<file path="src/rtl/spbc_pkg.sv">
// shared types, constants and helpers of the soft power button controller
`timescale 1ns / 1ps

package spbc_pkg;

   // timer width, all ms timers saturate at 2^TIMER_BITS - 1
   localparam int TIMER_BITS = 16;
   localparam int CFG_BITS   = 16;
   localparam int HELD_BITS  = 16;
   localparam int BLINK_BITS = 5;
   localparam int PULSE_BITS = 7;
   localparam int INDEX_BITS = 3;

   localparam logic [TIMER_BITS-1:0] BLINK_STEP_MS = TIMER_BITS'(100);
   localparam logic [TIMER_BITS-1:0] FLASH_STEP_MS = TIMER_BITS'(50);
   localparam logic [TIMER_BITS-1:0] HOLD_MS       = TIMER_BITS'(1100);
   localparam logic [TIMER_BITS-1:0] OFF_TOGGLE_MS = TIMER_BITS'(200);
   localparam logic [BLINK_BITS-1:0] READY_STEPS   = BLINK_BITS'(7);
   localparam logic [BLINK_BITS-1:0] FLASH_STEPS   = BLINK_BITS'(20);
   localparam logic [PULSE_BITS-1:0] ACT_PULSE_MS  = PULSE_BITS'(50);
   localparam logic [PULSE_BITS-1:0] HB_PULSE_MS   = PULSE_BITS'(100);

   localparam logic [CFG_BITS-1:0] LATCH_DELAY_RST = CFG_BITS'(500);
   localparam logic [CFG_BITS-1:0] LONG_PRESS_RST  = CFG_BITS'(2000);
   localparam logic [CFG_BITS-1:0] HB_PERIOD_RST   = CFG_BITS'(3000);
   localparam logic [CFG_BITS-1:0] WARN_START_RST  = CFG_BITS'(1000);
   localparam logic [CFG_BITS-1:0] WARN_END_RST    = CFG_BITS'(1100);

   // register indexes of the configuration port
   localparam logic [INDEX_BITS-1:0] CSR_LATCH_DELAY = INDEX_BITS'(0);
   localparam logic [INDEX_BITS-1:0] CSR_LONG_PRESS  = INDEX_BITS'(1);
   localparam logic [INDEX_BITS-1:0] CSR_HB_PERIOD   = INDEX_BITS'(2);
   localparam logic [INDEX_BITS-1:0] CSR_WARN_START  = INDEX_BITS'(3);
   localparam logic [INDEX_BITS-1:0] CSR_WARN_END    = INDEX_BITS'(4);

   typedef enum logic [2:0] {
      PH_BOOT  = 3'd0,
      PH_BLINK = 3'd1,
      PH_RUN   = 3'd2,
      PH_FLASH = 3'd3,
      PH_HOLD  = 3'd4,
      PH_OFF   = 3'd5
   } phase_type;

   typedef struct packed {
      logic [CFG_BITS-1:0] latch_delay_ms;
      logic [CFG_BITS-1:0] long_press_ms;
      logic [CFG_BITS-1:0] heartbeat_period_ms;
      logic [CFG_BITS-1:0] warn_start_ms;
      logic [CFG_BITS-1:0] warn_end_ms;
   } cfg_type;

   typedef struct packed {
      phase_type               phase;
      logic [TIMER_BITS-1:0]   phase_timer;
      logic [BLINK_BITS-1:0]   blink_count;
      logic                    press_active;
      logic [TIMER_BITS-1:0]   press_timer;
      logic [TIMER_BITS-1:0]   hb_timer;
      logic [PULSE_BITS-1:0]   act_pulse;
      logic [PULSE_BITS-1:0]   hb_pulse;
      logic                    latch;
      logic                    warn;
      logic                    hb;
      logic                    act;
   } state_type;

   typedef struct packed {
      logic                  latch_on;
      logic                  led_warning;
      logic                  led_heartbeat;
      logic                  led_activity;
      logic [2:0]            phase;
      logic                  release_valid;
      logic [HELD_BITS-1:0]  held_ms;
   } result_type;

   function automatic logic [TIMER_BITS-1:0] sat_inc(input logic [TIMER_BITS-1:0] v);
      return (v == '1) ? v : v + TIMER_BITS'(1);
   endfunction

endpackage

</file>
<file path="src/rtl/spbc_csr.sv">
// configuration registers of the soft power button controller
`timescale 1ns / 1ps

module spbc_csr
   import spbc_pkg::*;
(
   input  logic                  clock,
   input  logic                  reset,
   input  logic                  csr_we,
   input  logic [INDEX_BITS-1:0] csr_index,
   input  logic [CFG_BITS-1:0]   csr_wdata,
   output cfg_type               cfg
);

   cfg_type cfg_ff;
   cfg_type cfg_in;

   always_comb begin
      cfg_in = cfg_ff;
      if (csr_we) begin
         unique case (csr_index)
            CSR_LATCH_DELAY: cfg_in.latch_delay_ms      = csr_wdata;
            CSR_LONG_PRESS:  cfg_in.long_press_ms       = csr_wdata;
            CSR_HB_PERIOD:   cfg_in.heartbeat_period_ms = csr_wdata;
            CSR_WARN_START:  cfg_in.warn_start_ms       = csr_wdata;
            CSR_WARN_END:    cfg_in.warn_end_ms         = csr_wdata;
            default:         cfg_in = cfg_ff;
         endcase
      end
   end

   always_ff @(posedge clock) begin
      if (reset) begin
         cfg_ff.latch_delay_ms      <= LATCH_DELAY_RST;
         cfg_ff.long_press_ms       <= LONG_PRESS_RST;
         cfg_ff.heartbeat_period_ms <= HB_PERIOD_RST;
         cfg_ff.warn_start_ms       <= WARN_START_RST;
         cfg_ff.warn_end_ms         <= WARN_END_RST;
      end else begin
         cfg_ff <= cfg_in;
      end
   end

   assign cfg = cfg_ff;

endmodule

</file>
<file path="src/rtl/spbc_step.sv">
// next-state and result logic for one millisecond tick
`timescale 1ns / 1ps

module spbc_step
   import spbc_pkg::*;
(
   input  state_type  cur,
   input  cfg_type    cfg,
   input  logic       sense_n,
   input  logic       alt_sense_n,
   output state_type  nxt,
   output result_type res
);

   logic                  pressed;
   logic                  release_valid;
   logic [HELD_BITS-1:0]  held_ms;
   logic [31:0]           press_wide;
   logic [TIMER_BITS-1:0] t_inc;
   logic                  shutdown;

   assign pressed = !sense_n || !alt_sense_n;

   always_comb begin
      nxt           = cur;
      release_valid = 1'b0;
      held_ms       = '0;
      press_wide    = '0;
      shutdown      = 1'b0;
      t_inc         = sat_inc(cur.phase_timer);

      unique case (cur.phase)
         PH_BOOT: begin
            if (cur.phase_timer >= cfg.latch_delay_ms) begin
               nxt.phase       = PH_BLINK;
               nxt.phase_timer = '0;
               nxt.blink_count = '0;
               nxt.latch       = 1'b1;
               nxt.warn        = 1'b0;
               nxt.hb          = 1'b0;
               nxt.act         = 1'b0;
            end else begin
               nxt.phase_timer = t_inc;
            end
         end
         PH_BLINK: begin
            nxt.phase_timer = t_inc;
            if (t_inc >= BLINK_STEP_MS) begin
               nxt.phase_timer = '0;
               nxt.blink_count = cur.blink_count + BLINK_BITS'(1);
            end
            nxt.latch = 1'b1;
            nxt.warn  = 1'b0;
            nxt.hb    = 1'b0;
            if (nxt.blink_count >= READY_STEPS) begin
               nxt.phase        = PH_RUN;
               nxt.blink_count  = '0;
               nxt.hb_timer     = '0;
               nxt.press_active = 1'b0;
               nxt.press_timer  = '0;
               nxt.act_pulse    = '0;
               nxt.hb_pulse     = '0;
               nxt.act          = 1'b0;
            end else begin
               nxt.act = nxt.blink_count[0];
            end
         end
         PH_RUN: begin
            // pulses count down, a press in progress counts up
            if (cur.act_pulse != '0) nxt.act_pulse = cur.act_pulse - PULSE_BITS'(1);
            if (cur.hb_pulse != '0)  nxt.hb_pulse  = cur.hb_pulse - PULSE_BITS'(1);
            if (cur.press_active)    nxt.press_timer = sat_inc(cur.press_timer);
            if (pressed && !cur.press_active) begin
               nxt.press_active = 1'b1;
               nxt.press_timer  = '0;
               nxt.act_pulse    = ACT_PULSE_MS;
            end
            if (pressed) begin
               if (nxt.press_timer > cfg.warn_start_ms &&
                   nxt.press_timer < cfg.warn_end_ms) begin
                  nxt.warn = 1'b1;
               end
               if (nxt.press_timer >= cfg.long_press_ms) begin
                  shutdown = 1'b1;
               end
            end else if (cur.press_active) begin
               nxt.press_active = 1'b0;
               nxt.warn         = 1'b0;
               release_valid    = 1'b1;
               press_wide       = 32'(nxt.press_timer);
               held_ms          = (press_wide > 32'hFFFF) ? '1 : press_wide[HELD_BITS-1:0];
            end
            if (shutdown) begin
               nxt.phase        = PH_FLASH;
               nxt.phase_timer  = '0;
               nxt.blink_count  = '0;
               nxt.press_active = 1'b0;
               nxt.act_pulse    = '0;
               nxt.hb_pulse     = '0;
               nxt.latch        = 1'b1;
               nxt.warn         = 1'b1;
               nxt.hb           = 1'b0;
               nxt.act          = 1'b0;
            end else begin
               nxt.hb_timer = sat_inc(cur.hb_timer);
               if (nxt.hb_timer >= cfg.heartbeat_period_ms) begin
                  nxt.hb_timer = '0;
                  nxt.hb_pulse = HB_PULSE_MS;
               end
               nxt.latch = 1'b1;
               nxt.hb    = (nxt.hb_pulse != '0);
               nxt.act   = (nxt.act_pulse != '0);
            end
         end
         PH_FLASH: begin
            nxt.phase_timer = t_inc;
            if (t_inc >= FLASH_STEP_MS) begin
               nxt.phase_timer = '0;
               nxt.blink_count = cur.blink_count + BLINK_BITS'(1);
            end
            nxt.latch = 1'b1;
            if (nxt.blink_count >= FLASH_STEPS) begin
               nxt.phase       = PH_HOLD;
               nxt.phase_timer = '0;
               nxt.blink_count = '0;
               nxt.warn        = 1'b1;
               nxt.hb          = 1'b1;
               nxt.act         = 1'b1;
            end else begin
               nxt.warn = !nxt.blink_count[0];
               nxt.hb   = 1'b0;
               nxt.act  = 1'b0;
            end
         end
         PH_HOLD: begin
            nxt.phase_timer = t_inc;
            if (t_inc >= HOLD_MS) begin
               nxt.phase       = PH_OFF;
               nxt.phase_timer = '0;
               nxt.latch       = 1'b0;
               nxt.warn        = 1'b0;
               nxt.hb          = 1'b1;
               nxt.act         = 1'b1;
            end
         end
         default: begin
            // unlatched, warning toggles forever
            nxt.phase       = PH_OFF;
            nxt.phase_timer = t_inc;
            if (t_inc >= OFF_TOGGLE_MS) begin
               nxt.phase_timer = '0;
               nxt.warn        = !cur.warn;
            end
         end
      endcase
   end

   always_comb begin
      res.latch_on      = nxt.latch;
      res.led_warning   = nxt.warn;
      res.led_heartbeat = nxt.hb;
      res.led_activity  = nxt.act;
      res.phase         = nxt.phase;
      res.release_valid = release_valid;
      res.held_ms       = held_ms;
   end

endmodule

</file>
<file path="src/rtl/soft_power_button_controller_unit.sv">
// top level of the long-press soft power button controller
`timescale 1ns / 1ps

// usage
// - req channel: one transfer per millisecond tick, carrying the two active-low
//   button sense bits (req_sense_n, req_alt_sense_n); pressed if either is low
// - rsp channel: exactly one result per tick, the LED and latch levels, the
//   phase and, on the tick a press ends in run mode, release_valid and held_ms
// - csr port: plain write, csr_we with csr_index and csr_wdata, no wait states;
//   write only while the block is idle; unknown indexes are dropped
// - result: the result of a transferred tick is held in the result register
// - throughput: one tick per cycle while no result waits on rsp_ready; the
//   state update and the result are formed combinationally by the step logic
//   between the state registers and the result register
// - stall: while a result waits, req_ready follows rsp_ready, so a new tick
//   is taken in the same cycle the waiting result is transferred
// - reset: boot wait phase, all LEDs on, latch off, timers zero, config
//   registers back to their defaults, no result pending
module soft_power_button_controller_unit
   import spbc_pkg::*;
(
   input  logic                  clock,
   input  logic                  reset,
   // tick input
   input  logic                  req_valid,
   output logic                  req_ready,
   input  logic                  req_sense_n,
   input  logic                  req_alt_sense_n,
   // result output
   output logic                  rsp_valid,
   input  logic                  rsp_ready,
   output logic                  rsp_latch_on,
   output logic                  rsp_led_warning,
   output logic                  rsp_led_heartbeat,
   output logic                  rsp_led_activity,
   output logic [2:0]            rsp_phase,
   output logic                  rsp_release_valid,
   output logic [HELD_BITS-1:0]  rsp_held_ms,
   // configuration writes
   input  logic                  csr_we,
   input  logic [INDEX_BITS-1:0] csr_index,
   input  logic [CFG_BITS-1:0]   csr_wdata
);

   cfg_type    cfg;
   state_type  state_ff;
   state_type  state_in;
   result_type res_in;
   result_type res_ff;
   logic       rsp_valid_ff;
   logic       rsp_valid_in;
   logic       accept;

   spbc_csr u_csr (
      .clock     (clock),
      .reset     (reset),
      .csr_we    (csr_we),
      .csr_index (csr_index),
      .csr_wdata (csr_wdata),
      .cfg       (cfg)
   );

   spbc_step u_step (
      .cur         (state_ff),
      .cfg         (cfg),
      .sense_n     (req_sense_n),
      .alt_sense_n (req_alt_sense_n),
      .nxt         (state_in),
      .res         (res_in)
   );

   // the result register frees up in the same cycle its result is taken
   assign req_ready    = !rsp_valid_ff || rsp_ready;
   assign accept       = req_valid && req_ready;
   assign rsp_valid_in = accept || (rsp_valid_ff && !rsp_ready);

   // control state and tick state
   always_ff @(posedge clock) begin
      if (reset) begin
         rsp_valid_ff          <= 1'b0;
         state_ff.phase        <= PH_BOOT;
         state_ff.phase_timer  <= '0;
         state_ff.blink_count  <= '0;
         state_ff.press_active <= 1'b0;
         state_ff.press_timer  <= '0;
         state_ff.hb_timer     <= '0;
         state_ff.act_pulse    <= '0;
         state_ff.hb_pulse     <= '0;
         state_ff.latch        <= 1'b0;
         state_ff.warn         <= 1'b1;
         state_ff.hb           <= 1'b1;
         state_ff.act          <= 1'b1;
      end else begin
         rsp_valid_ff <= rsp_valid_in;
         if (accept) begin
            state_ff <= state_in;
         end
      end
   end

   // result payload, loaded on every accepted tick
   always_ff @(posedge clock) begin
      if (accept) begin
         res_ff <= res_in;
      end
   end

   assign rsp_valid         = rsp_valid_ff;
   assign rsp_latch_on      = res_ff.latch_on;
   assign rsp_led_warning   = res_ff.led_warning;
   assign rsp_led_heartbeat = res_ff.led_heartbeat;
   assign rsp_led_activity  = res_ff.led_activity;
   assign rsp_phase         = res_ff.phase;
   assign rsp_release_valid = res_ff.release_valid;
   assign rsp_held_ms       = res_ff.held_ms;

endmodule
</file>
<file path="config.mk">
export PLATFORM = sky130hd
export DESIGN_NAME = soft_power_button_controller_unit
export DESIGN_NICKNAME = d
export VERILOG_FILES = /design/src/rtl/spbc_pkg.sv /design/src/rtl/spbc_csr.sv /design/src/rtl/spbc_step.sv /design/src/rtl/soft_power_button_controller_unit.sv
export SDC_FILE = /design/constraint.sdc
export NUM_CORES = 1
export LEC_CHECK = 0
export BUFFER_PORTS_ARGS = -buffer_cell sky130_fd_sc_hd__buf_2
export CAP_MARGIN = 10
export CELL_PAD_IN_SITES_DETAIL_PLACEMENT = 0
export CELL_PAD_IN_SITES_GLOBAL_PLACEMENT = 2
export CORE_AREA = 2 2 182 184
export CTS_CLUSTER_DIAMETER = 60
export DETAILED_ROUTE_END_ITERATION = 10
export DIE_AREA = 0 0 184 186
export PLACE_DENSITY_LB_ADDON = 0.25
export SLEW_MARGIN = 20
export SYNTH_ARGS = -nofsm -noshare
export SYNTH_HDL_FRONTEND = slang
export SYNTH_SLANG_ARGS = --single-unit
</file>
<file path="constraint.sdc">
create_clock -name clock -period 4.5 [get_ports clock]
set_input_delay 0.45 -clock clock [delete_from_list [all_inputs] [get_ports clock]]
set_output_delay 0.45 -clock clock [all_outputs]
set_load 0.01 [all_outputs]
</file>
==> results of run 1 <==
## per-stage QoR
step	cells	setup slack, ns	util (%)	hold slack, ns
after floorplan	1336	0.281	-	0.436
after global placement	1773	0.235	36.2	0.443
after detailed placement	1773	0.131	36.2	0.448
after CTS	1805	0.121	38.0	0.222
after global routing	1808	-0.0113	38.4	0.243
final	1808	0.214	38.4	0.242
## area by class of cell
| type | instances | share of cell area, % |
|---|---|---|
| inverter | 99 | 3.01 |
| clock buffer | 18 | 3.56 |
| tap | 408 | 4.13 |
| timing repair buffer | 101 | 5.47 |
| multi-input combinational | 988 | 51.6 |
| clock inverter | 14 | 1.09 |
| sequential | 180 | 31.2 |
## routing by layer
metal	vias to the layer above	global-route usage, %	routed length (um)
met4	0	4.42	340
li1	4904	-	-
met3	16	3.33	923
met2	138	31.0	14500
met5	-	0	0
met1	4467	27.4	16500
## synthesized netlist by cell type (20+ instances only)
master | number | share of area [%]
a21o_1 | 20 | 1.4
a21oi_1 | 113 | 5.2
a22oi_1 | 23 | 1.6
clkbuf_1 | 51 | 1.8
dfxtp_1 | 156 | 29
edfxtp_1 | 24 | 6.7
ha_1 | 81 | 9.4
inv_1 | 96 | 3.3
nand2_1 | 209 | 7.2
nand3_1 | 50 | 2.3
nand4_1 | 22 | 1.3
nor2_1 | 91 | 3.2
nor3_1 | 36 | 1.7
o211ai_1 | 33 | 2.3
o21ai_0 | 37 | 1.7
## what timing repair did
action	in CTS	in global routing
setup buffers	0	2
endpoints found under the setup margin	0	27
resized for setup	0	16
## where the power goes
group | switching [W] | internal, W | leakage, nW | total [W]
sequential | 0.0000174 | 0.00166 | 1.50 | 0.00168
combinational | 0.000151 | 0.0000682 | 3.12 | 0.000220
clock | 0.000755 | 0.000752 | 0.284 | 0.00151
## logic make-up (layout without fill, tap and decap cells)
group                    count (synthesis)  after routing
AO/OA/AOI/OAI                          338            338
XOR/XNOR                                30             30
adder cells (fa/ha/maj)                 83             83
buffers and inverters                  168            232
flip-flops                             180            180
multiplexers                            12             12
AND/OR/NAND/NOR                        525            525
## sequential cells by signal, indices dropped and copies added (netlist names)
| register | cells |
|---|---|
| rsp_led_activity | 1 |
| rsp_led_warning | 1 |
| rsp_valid | 1 |
| rsp_led_heartbeat | 1 |
| rsp_phase | 3 |
| u_csr.cfg | 80 |
| rsp_held_ms | 16 |
| state_ff | 75 |
| rsp_release_valid | 1 |
| rsp_latch_on | 1 |
## worst max-delay path, cell delays in order, from the launching register on
cell	delay, ns
dfxtp_1	0.40
nand4_1	0.21
o41ai_4	0.43
nor3_1	0.09
buf_4	0.16
nand4_1	0.13
xor2_2	0.19
nor2_1	0.08
ha_1	0.28
and3_1	0.20
and4_1	0.23
a221oi_2	0.26
buf_4	0.16
o21a_1	0.12
a21oi_1	0.09
or3_4	0.43
a211oi_4	0.33
clkbuf_16	0.22
nand3_1	0.07
a21oi_1	0.15
## path summary, 6_finish.rpt
kind,from,endpoint,slack [ns],depth (start not counted)
hold reg to reg,u_csr.cfg[8],u_csr.cfg[8],0.45,2
setup reg to reg,state_ff[49],state_ff[24],0.21,19
setup / recovery,state_ff[49],state_ff[24],0.21,19
hold / removal,req_valid,rsp_valid,0.24,3
==> impl_metrics.py, run 1 <==
metrics = {
    "cells_and_area": {
        "final_common_cell": "nand2_1",
        "multiInputGateArea_sq_um": 6370,
        "ff_latch_area_sq_um": 3850,
        "fillers": 3386,
        "insertedDiodeCount": 0,
        "fin_nets": 1494,
        "layout_common_cells": "209 x nand2_1, 153 x dfxtp_1, 113 x a21oi_1, 96 x inv_1, 88 x nor2_1",
        "finish.instance_area_sq_um": 12400,
        "area_growth_pct": 14.0,
        "drive_gt1_share_pct": 12.7,
    },
    "clock_network": {
        "tritoncts": "built",
        "cts.sinks": 180,
        "clk_latency_ns": 0.46,
        "numCtsBuffers": 17,
        "clkTransAtPathRegs_ns": 0.08,
        "cts_hold_buf": 0,
        "root_buffer": "clkbuf_16",
        "ctsHtreeMaxLevel": 4,
        "cts_buffer_depth": 2,
    },
    "global_routing": {
        "grt_pass1_vias": 8936,
        "grt_pass1_wl_mm": 51.3,
        "grt_max_degree": 93,
        "grtUsageTotal_pct": 19.5,
        "gr-total-overflow": 0,
        "antenna_found_initial": 0,
    },
    "setup_path": {
        "critPathMaxFanout": 8,
        "worstSetupPathType": "reg2reg",
        "end_kind": "flop",
        "worstSetupStartpointType": "flop",
        "cp.arrival_ns": 4.67,
        "crit_required_ns": 4.88,
    },
    "yosys": {
        "synth_edf_count": 24,
        "syn_inst": 1336,
        "synthesis.area_sq_um": 10800,
        "synth_xor_xnor_area_share_pct": 2.43,
        "yosysWarningCount": 0,
        "async_reset_ff_share_pct": 0,
        "synth_top_family_by_area": "simple AND/OR/NAND/NOR gates",
        "ys_seq_area_share_pct": 35.5,
        "post_synth_fa_ha_maj_area_fraction_pct": 9.54,
        "synth-compound-area-share_pct": 21.5,
        "synthFlopType": "dfxtp_1",
        "synth_nets": 1443,
        "muxShareOfSynthArea_pct": 1.20,
        "syn_area_per_cell_sq_um": 8.11,
        "synth_cell_type_count": 89,
        "yosys.area_share.simple_pct": 23.5,
        "synth-seq-cells": 180,
    },
    "pwr": {
        "power_w": 0.00341,
        "power_density_nw_per_um2": 276,
        "leakage_nw": 4.90,
        "ir_worst_vdd_mv": 0.266,
    },
    "floorplan": {
        "ios": 52,
        "core_area_sq_um": 32200,
        "die_w_um": 184,
        "dieArea_sq_um": 34200,
        "initial_core_util_pct": 33.6,
        "die_h_um": 186,
        "rows": 66,
    },
    "timing": {
        "post-route-min-period_ns": 4.29,
        "setup_viol": 0,
        "tns_ns": 0,
        "fin_skew_ns": 0.0185,
        "slew_headroom_pct": 28.9,
        "finalCritPeriodShare_pct": 95.2,
        "timing.fmax_mhz": 233,
        "final_hold_viol_count": 0,
        "worst_pin_slew_ns": 1.07,
        "drv_slew": 0,
    },
    "placement": {
        "place.detailed.hpwl_mm": 23.6,
        "place.gp.congestion": 0.811,
        "port_buffers": 51,
        "placed_area_sq_um": 11700,
    },
    "route": {
        "routed_wl_mm": 32.3,
        "drc": 0,
        "viasPerCell": 5.27,
        "postRouteAntennaNets": 0,
        "drt_iter0_drc": 607,
        "drtPass1Iterations": 5,
        "vias": 9525,
        "wl_per_cell_um": 17.9,
    },
    "flow_run": {
        "cap_violations": 0,
    },
    "outcome": {
        "status": "finished, final reports clean",
    },
    "worst_hold_path": {
        "hold_class": "in2reg",
    },
}
Power figures use the tool's default switching activity.
==> run 2, diff against run 1 <==
--- a/config.mk
+++ b/config.mk
@@ -6,7 +6,7 @@
 export NUM_CORES = 1
 export LEC_CHECK = 0
 export BUFFER_PORTS_ARGS = -buffer_cell sky130_fd_sc_hd__buf_2
-export CAP_MARGIN = 10
+export CAP_MARGIN = 20
 export CELL_PAD_IN_SITES_DETAIL_PLACEMENT = 0
 export CELL_PAD_IN_SITES_GLOBAL_PLACEMENT = 2
 export CORE_AREA = 2 2 182 184
@@ -14,6 +14,8 @@
 export DETAILED_ROUTE_END_ITERATION = 10
 export DIE_AREA = 0 0 184 186
 export PLACE_DENSITY_LB_ADDON = 0.25
+export RECOVER_POWER = 50
+export SETUP_SLACK_MARGIN = 0.3
 export SLEW_MARGIN = 20
 export SYNTH_ARGS = -nofsm -noshare
 export SYNTH_HDL_FRONTEND = slang
==> run 2 against run 1 <==
The flow now finishes with violations (max-capacitance violations, max-slew violations). Combinational power rose by 3%. Clock power barely moved. Hold slack got worse by 0.012 ns. Die area unchanged. Power increased by 0.39%. Maximum frequency is 5.6% higher. Worst setup slack better by 0.23 ns. Sequential share of layout area fell by 0.39 points. Global-route usage about the same. Largest power group unchanged. Highest routed layer unchanged.
==> impl_metrics.py, run 2 (synthesis gave the netlist of run 1 again) <==
metrics = {
    "floorplan": {
        "die_h_um": 186,
        "core_area_sq_um": 32200,
        "ios": 52,
        "dieArea_sq_um": 34200,
        "rows": 66,
        "die_w_um": 184,
        "initial_core_util_pct": 33.6,
    },
    "setup_path": {
        "cp.arrival_ns": 4.44,
        "worstSetupPathType": "reg2reg",
        "crit_required_ns": 4.89,
        "worstSetupStartpointType": "flop",
        "critPathMaxFanout": 8,
        "cp-startpoint": "state_ff[35]",
        "end_kind": "flop",
        "rr_worst_depth": 20,
        "rr_startpoint": "state_ff[35]",
    },
    "clock_network": {
        "ctsHtreeMaxLevel": 4,
        "cts_buffer_depth": 2,
        "clkTransAtPathRegs_ns": 0.08,
        "root_buffer": "clkbuf_16",
        "tritoncts": "built",
        "cts_hold_buf": 0,
        "numCtsBuffers": 17,
        "clk_latency_ns": 0.46,
        "cts.sinks": 180,
    },
    "route": {
        "drt_iter0_drc": 560,
        "wl_per_cell_um": 18.0,
        "routed_wl_mm": 32.7,
        "drc": 0,
        "drtPass1Iterations": 6,
        "postRouteAntennaNets": 0,
        "vias": 9675,
        "viasPerCell": 5.31,
    },
    "global_routing": {
        "antenna_found_initial": 0,
        "gr-total-overflow": 0,
        "grt_pass1_wl_mm": 51.3,
        "grtUsageTotal_pct": 19.4,
        "grt_max_degree": 96,
        "grt_pass1_vias": 9038,
    },
    "timing": {
        "finalCritPeriodShare_pct": 90.2,
        "worst_pin_slew_ns": 1.75,
        "timing.fmax_mhz": 246,
        "rsz0062_at_grt": "true",
        "slew_headroom_pct": -16.5,
        "fin_skew_ns": 0.0146,
        "tns_ns": 0,
        "hold_slack_ns": 0.230,
        "drv_slew": 33,
        "setup_viol": 0,
        "final_hold_viol_count": 0,
        "post-route-min-period_ns": 4.06,
    },
    "cells_and_area": {
        "finish.instance_area_sq_um": 12500,
        "area_growth_pct": 15.9,
        "drive_gt1_share_pct": 13.2,
        "insertedDiodeCount": 0,
        "fillers": 3337,
        "largest_register_ffs": 80,
        "utilization_pct": 39.0,
        "final_common_cell": "nand2_1",
        "layout_common_cells": "209 x nand2_1, 145 x dfxtp_1, 112 x a21oi_1, 96 x inv_1, 86 x nor2_1",
        "fin_nets": 1507,
    },
    "placement": {
        "placed_area_sq_um": 11700,
        "place.detailed.hpwl_mm": 23.8,
        "place.gp.congestion": 0.842,
        "port_buffers": 51,
    },
    "outcome": {
        "violations": "max-capacitance violations, max-slew violations",
        "status": "finished, violations left",
    },
    "pwr": {
        "ir_worst_vdd_mv": 0.259,
        "leakage_nw": 4.88,
        "power_density_nw_per_um2": 272,
    },
    "flow_run": {
        "cap_violations": 1,
    },
    "worst_hold_path": {
        "hold_path_depth": 3,
        "hold_class": "in2reg",
        "min_from": "req_valid",
    },
}
run 2: path summary, 6_finish.rpt:
| check | end | slack (ns) |
|---|---|---|
| worst min register to register | u_csr.cfg[31] | 0.46 |
| worst max register to register | state_ff[19] | 0.44 |
| worst min-delay path | rsp_valid | 0.23 |
| worst max-delay path | state_ff[19] | 0.44 |
run 2: per-layer routing:
| metal | GRT usage [%] | up-vias | share of wire [%] |
|---|---|---|---|
| li1 | - | 4930 | - |
| met1 | 26.8 | 4546 | 50 |
| met2 | 31.7 | 170 | 46 |
| met3 | 2.90 | 29 | 3.2 |
| met4 | 4.96 | 0 | 1.2 |
| met5 | 0 | - | 0 |
run 2: timing repair:
action                     CTS  global route
setup buffers                4             6
pin swaps                    2            20
gates resized for setup      6            40
setup endpoints to repair   29            43
gates cloned                 0             1
run 2: critical path, cell delays in order (launching register included):
cell and delay (ns):
dfxtp_4 0.37, ha_4 0.16, nand3_4 0.09, o41ai_4 0.37
nor3_1 0.10, buf_4 0.16, nand4_1 0.08, xor2_1 0.20
nor2_1 0.09, ha_1 0.30, and3_4 0.16, and4_4 0.20
a221oi_2 0.24, buf_4 0.16, o21a_1 0.13, a21oi_2 0.07
or3_4 0.39, a211oi_4 0.33, clkbuf_16 0.23, nand3_1 0.07
a21oi_1 0.12
run 2: cell type report:
class                   instances  area (sq um)  area share [%]
clock buffers                  17           425            3.39
clock inverters                15           156            1.25
well taps                     408           510            4.07
multi-input cells             988          6460            51.5
flip-flops and latches        180          3860            30.8
inverters                      99           372            2.96
repair buffers                114           759            6.05
run 2: stage by stage:
step,std cells,power [W],setup slack (ns)
floorplan,1336,0.00184,0.350
detailed placement,1777,0.00194,0.190
finish,1821,0.00342,0.442
global placement,1777,0.00194,0.206
CTS,1813,0.00346,0.306
global route,1821,0.00355,0.277
run 2: power by group:
group	internal, W	switching [W]
sequential	0.00166	0.0000174
clock	0.000745	0.000768
combinational	0.0000732	0.000154
total	0.00248	0.000940
==> run 3, diff against run 2 <==
--- a/config.mk
+++ b/config.mk
@@ -9,10 +9,11 @@
 export CAP_MARGIN = 20
 export CELL_PAD_IN_SITES_DETAIL_PLACEMENT = 0
 export CELL_PAD_IN_SITES_GLOBAL_PLACEMENT = 2
-export CORE_AREA = 2 2 182 184
+export CORE_AREA = 2 2 179 181
+export CTS_BUF_LIST = sky130_fd_sc_hd__clkbuf_4 sky130_fd_sc_hd__clkbuf_8
 export CTS_CLUSTER_DIAMETER = 60
 export DETAILED_ROUTE_END_ITERATION = 10
-export DIE_AREA = 0 0 184 186
+export DIE_AREA = 0 0 181 183
 export PLACE_DENSITY_LB_ADDON = 0.25
 export RECOVER_POWER = 50
 export SETUP_SLACK_MARGIN = 0.3
==> run 3 against run 2 <==
Die area is 3.2% lower. Sequential share of layout area increased by 0.51 points. Combinational power hardly changed. Final cell count shrank 0.77%. Sequential cell count unchanged. Core utilization increased by 0.61 points. Worst setup slack lost 0.13 ns. Clock power decreased by 23%. Maximum frequency fell by 3.2%. Critical path type unchanged. Clock skew up 0.0055 ns. The run still ends with max-capacitance violations, max-slew violations left. Wire length down 0.73%. Critical path depth shrank 4.
==> impl_metrics.py, run 3 (synthesis gave the netlist of run 1 again) <==
metrics = {
    "outcome": {
        "status": "finished, violations left",
        "violations": "max-capacitance violations, max-slew violations",
    },
    "route": {
        "routed_wl_mm": 32.5,
        "viasPerCell": 5.35,
        "postRouteAntennaNets": 0,
        "drt_iter0_drc": 611,
        "drc": 0,
        "wl_per_cell_um": 18.0,
        "vias": 9672,
        "drtPass1Iterations": 5,
    },
    "floorplan": {
        "ios": 52,
        "core_area_sq_um": 31200,
        "initial_core_util_pct": 34.7,
        "rows": 65,
        "dieArea_sq_um": 33100,
        "die_w_um": 181,
        "die_h_um": 183,
    },
    "pwr": {
        "p_sw_w": 0.000878,
        "power_switching_share_pct": 28.6,
        "power_density_nw_per_um2": 249,
        "ir_worst_vdd_mv": 0.148,
        "p_seq_share_pct": 54.6,
        "intPower_w": 0.00219,
        "power_frac_comb_pct": 7.3,
        "clock_power_share_pct": 38.1,
        "leakage_nw": 4.76,
    },
    "setup_path": {
        "slowest_delay_ns": 0.50,
        "worstSetupStartpointType": "flop",
        "crit_path_frequent_cell": "buf_12",
        "cp-startpoint": "state_ff[37]",
        "rr_startpoint": "state_ff[37]",
        "cp_slowest_cell": "dfxtp_1",
        "crit_required_ns": 4.89,
        "path_cells": "nand3_4, o41ai_4, buf_4, mux2i_4, inv_1, ha_1, nand2b_1, a21oi_1, maj3_1, nand4b_1, a211oi_4, buf_12, nor2_1, buf_12, a31o_1, a22o_1",
        "end_kind": "flop",
        "worstSetupPathType": "reg2reg",
        "critPathMaxFanout": 13,
        "cp.arrival_ns": 4.59,
    },
    "timing": {
        "slew_headroom_pct": -59.2,
        "fin_skew_ns": 0.0201,
        "tns_ns": 0,
        "post-route-min-period_ns": 4.19,
        "rsz0062_at_grt": "true",
        "final_hold_viol_count": 0,
        "timing.fmax_mhz": 239,
        "finalCritPeriodShare_pct": 93.2,
        "worst_pin_slew_ns": 2.39,
        "drv_slew": 151,
        "setup_viol": 0,
    },
    "cells_and_area": {
        "largest_register_ffs": 80,
        "final_common_cell": "nand2_1",
        "area_growth_pct": 14.1,
        "insertedDiodeCount": 0,
        "fillers": 3239,
        "drive_gt1_share_pct": 13.8,
        "layout_common_cells": "209 x nand2_1, 143 x dfxtp_1, 109 x a21oi_1, 96 x inv_1, 84 x nor2_1",
        "fin_nets": 1499,
        "finish.instance_area_sq_um": 12400,
    },
    "clock_network": {
        "numCtsBuffers": 17,
        "clk_latency_ns": 0.50,
        "cts.sinks": 180,
        "cts_hold_buf": 0,
        "cts_buffer_depth": 2,
        "tritoncts": "built",
        "root_buffer": "clkbuf_8",
        "ctsHtreeMaxLevel": 4,
        "clkTransAtPathRegs_ns": 0.10,
    },
    "worst_hold_path": {
        "min_from": "req_valid",
        "hold_class": "in2reg",
    },
    "placement": {
        "place.gp.congestion": 0.845,
        "placed_area_sq_um": 11600,
        "place.detailed.hpwl_mm": 23.5,
        "port_buffers": 51,
    },
    "global_routing": {
        "gr-total-overflow": 0,
        "grt_pass1_vias": 9023,
        "grtUsageTotal_pct": 19.8,
        "grt_max_degree": 70,
        "grt_pass1_wl_mm": 51.5,
        "antenna_found_initial": 1,
    },
    "flow_run": {
        "cap_violations": 3,
    },
}
[run 3: critical path, delay by kind of cell, from the launching register on]
kind                       cells  cell delay, ns
AOI/OAI and AO/OA              5            1.27
adders and majority gates      2            0.62
buffers and inverters          4            0.77
DFF                            1            0.50
muxes                          1            0.28
and+or+nand+nor                4            0.64
[run 3: layout make-up]
cell class,instances,area [sq um],share of cell area [%]
Clock buffer,17,234,1.89
Multi-Input combinational cell,988,6530,52.8
Inverter,99,372,3.01
Timing Repair Buffer,106,694,5.62
Tap cell,402,503,4.07
Clock inverter,15,164,1.33
Sequential cell,180,3870,31.3
[run 3: power groups by stage]
stage,clock [W],sequential [W],combinational (W)
6_report,0.00117,0.00168,0.000224
5_1_grt,0.00128,0.00168,0.000249
4_1_cts,0.00122,0.00168,0.000230
3_5_place_dp,0,0.00172,0.000225
3_3_place_gp,0,0.00172,0.000225
2_1_floorplan,0,0.00172,0.000124
[run 3: metrics by stage]
step / util (%) / worst slack, ns / hold slack, ns / std cells / total power, W
CTS: 38.9 / 0.261 / 0.150 / 1800 / 0.00313
global route: 39.6 / 0.149 / 0.173 / 1807 / 0.00321
global placement: 37.2 / 0.159 / 0.443 / 1761 / 0.00194
floorplan: - / 0.350 / 0.436 / 1336 / 0.00184
finish: 39.6 / 0.307 / 0.189 / 1807 / 0.00307
detailed placement: 37.2 / 0.179 / 0.447 / 1761 / 0.00194
[run 3: path summary, 6_finish.rpt]
kind / end / slack, ns / cells past startpoint
setup / recovery: state_ff[69] / 0.31 / 16
hold / removal: rsp_valid / 0.19 / 3
setup reg to reg: state_ff[69] / 0.31 / 16
hold reg to reg: u_csr.cfg[14] / 0.46 / 2
[run 3: layer usage]
layer / up-vias / GRT usage (%) / wire length (um)
li1: 4903 / - / -
met1: 4570 / 27.8 / 16000
met2: 183 / 32.1 / 15100
met3: 16 / 3.26 / 1170
met4: 0 / 3.87 / 269
met5: - / 0 / 0
[run 3: timing repair]
action,in CTS,in global routing
gates resized for setup,16,49
gates cloned,1,0
endpoints found under the setup margin,35,42
setup buffers,6,7
pin swaps,2,28
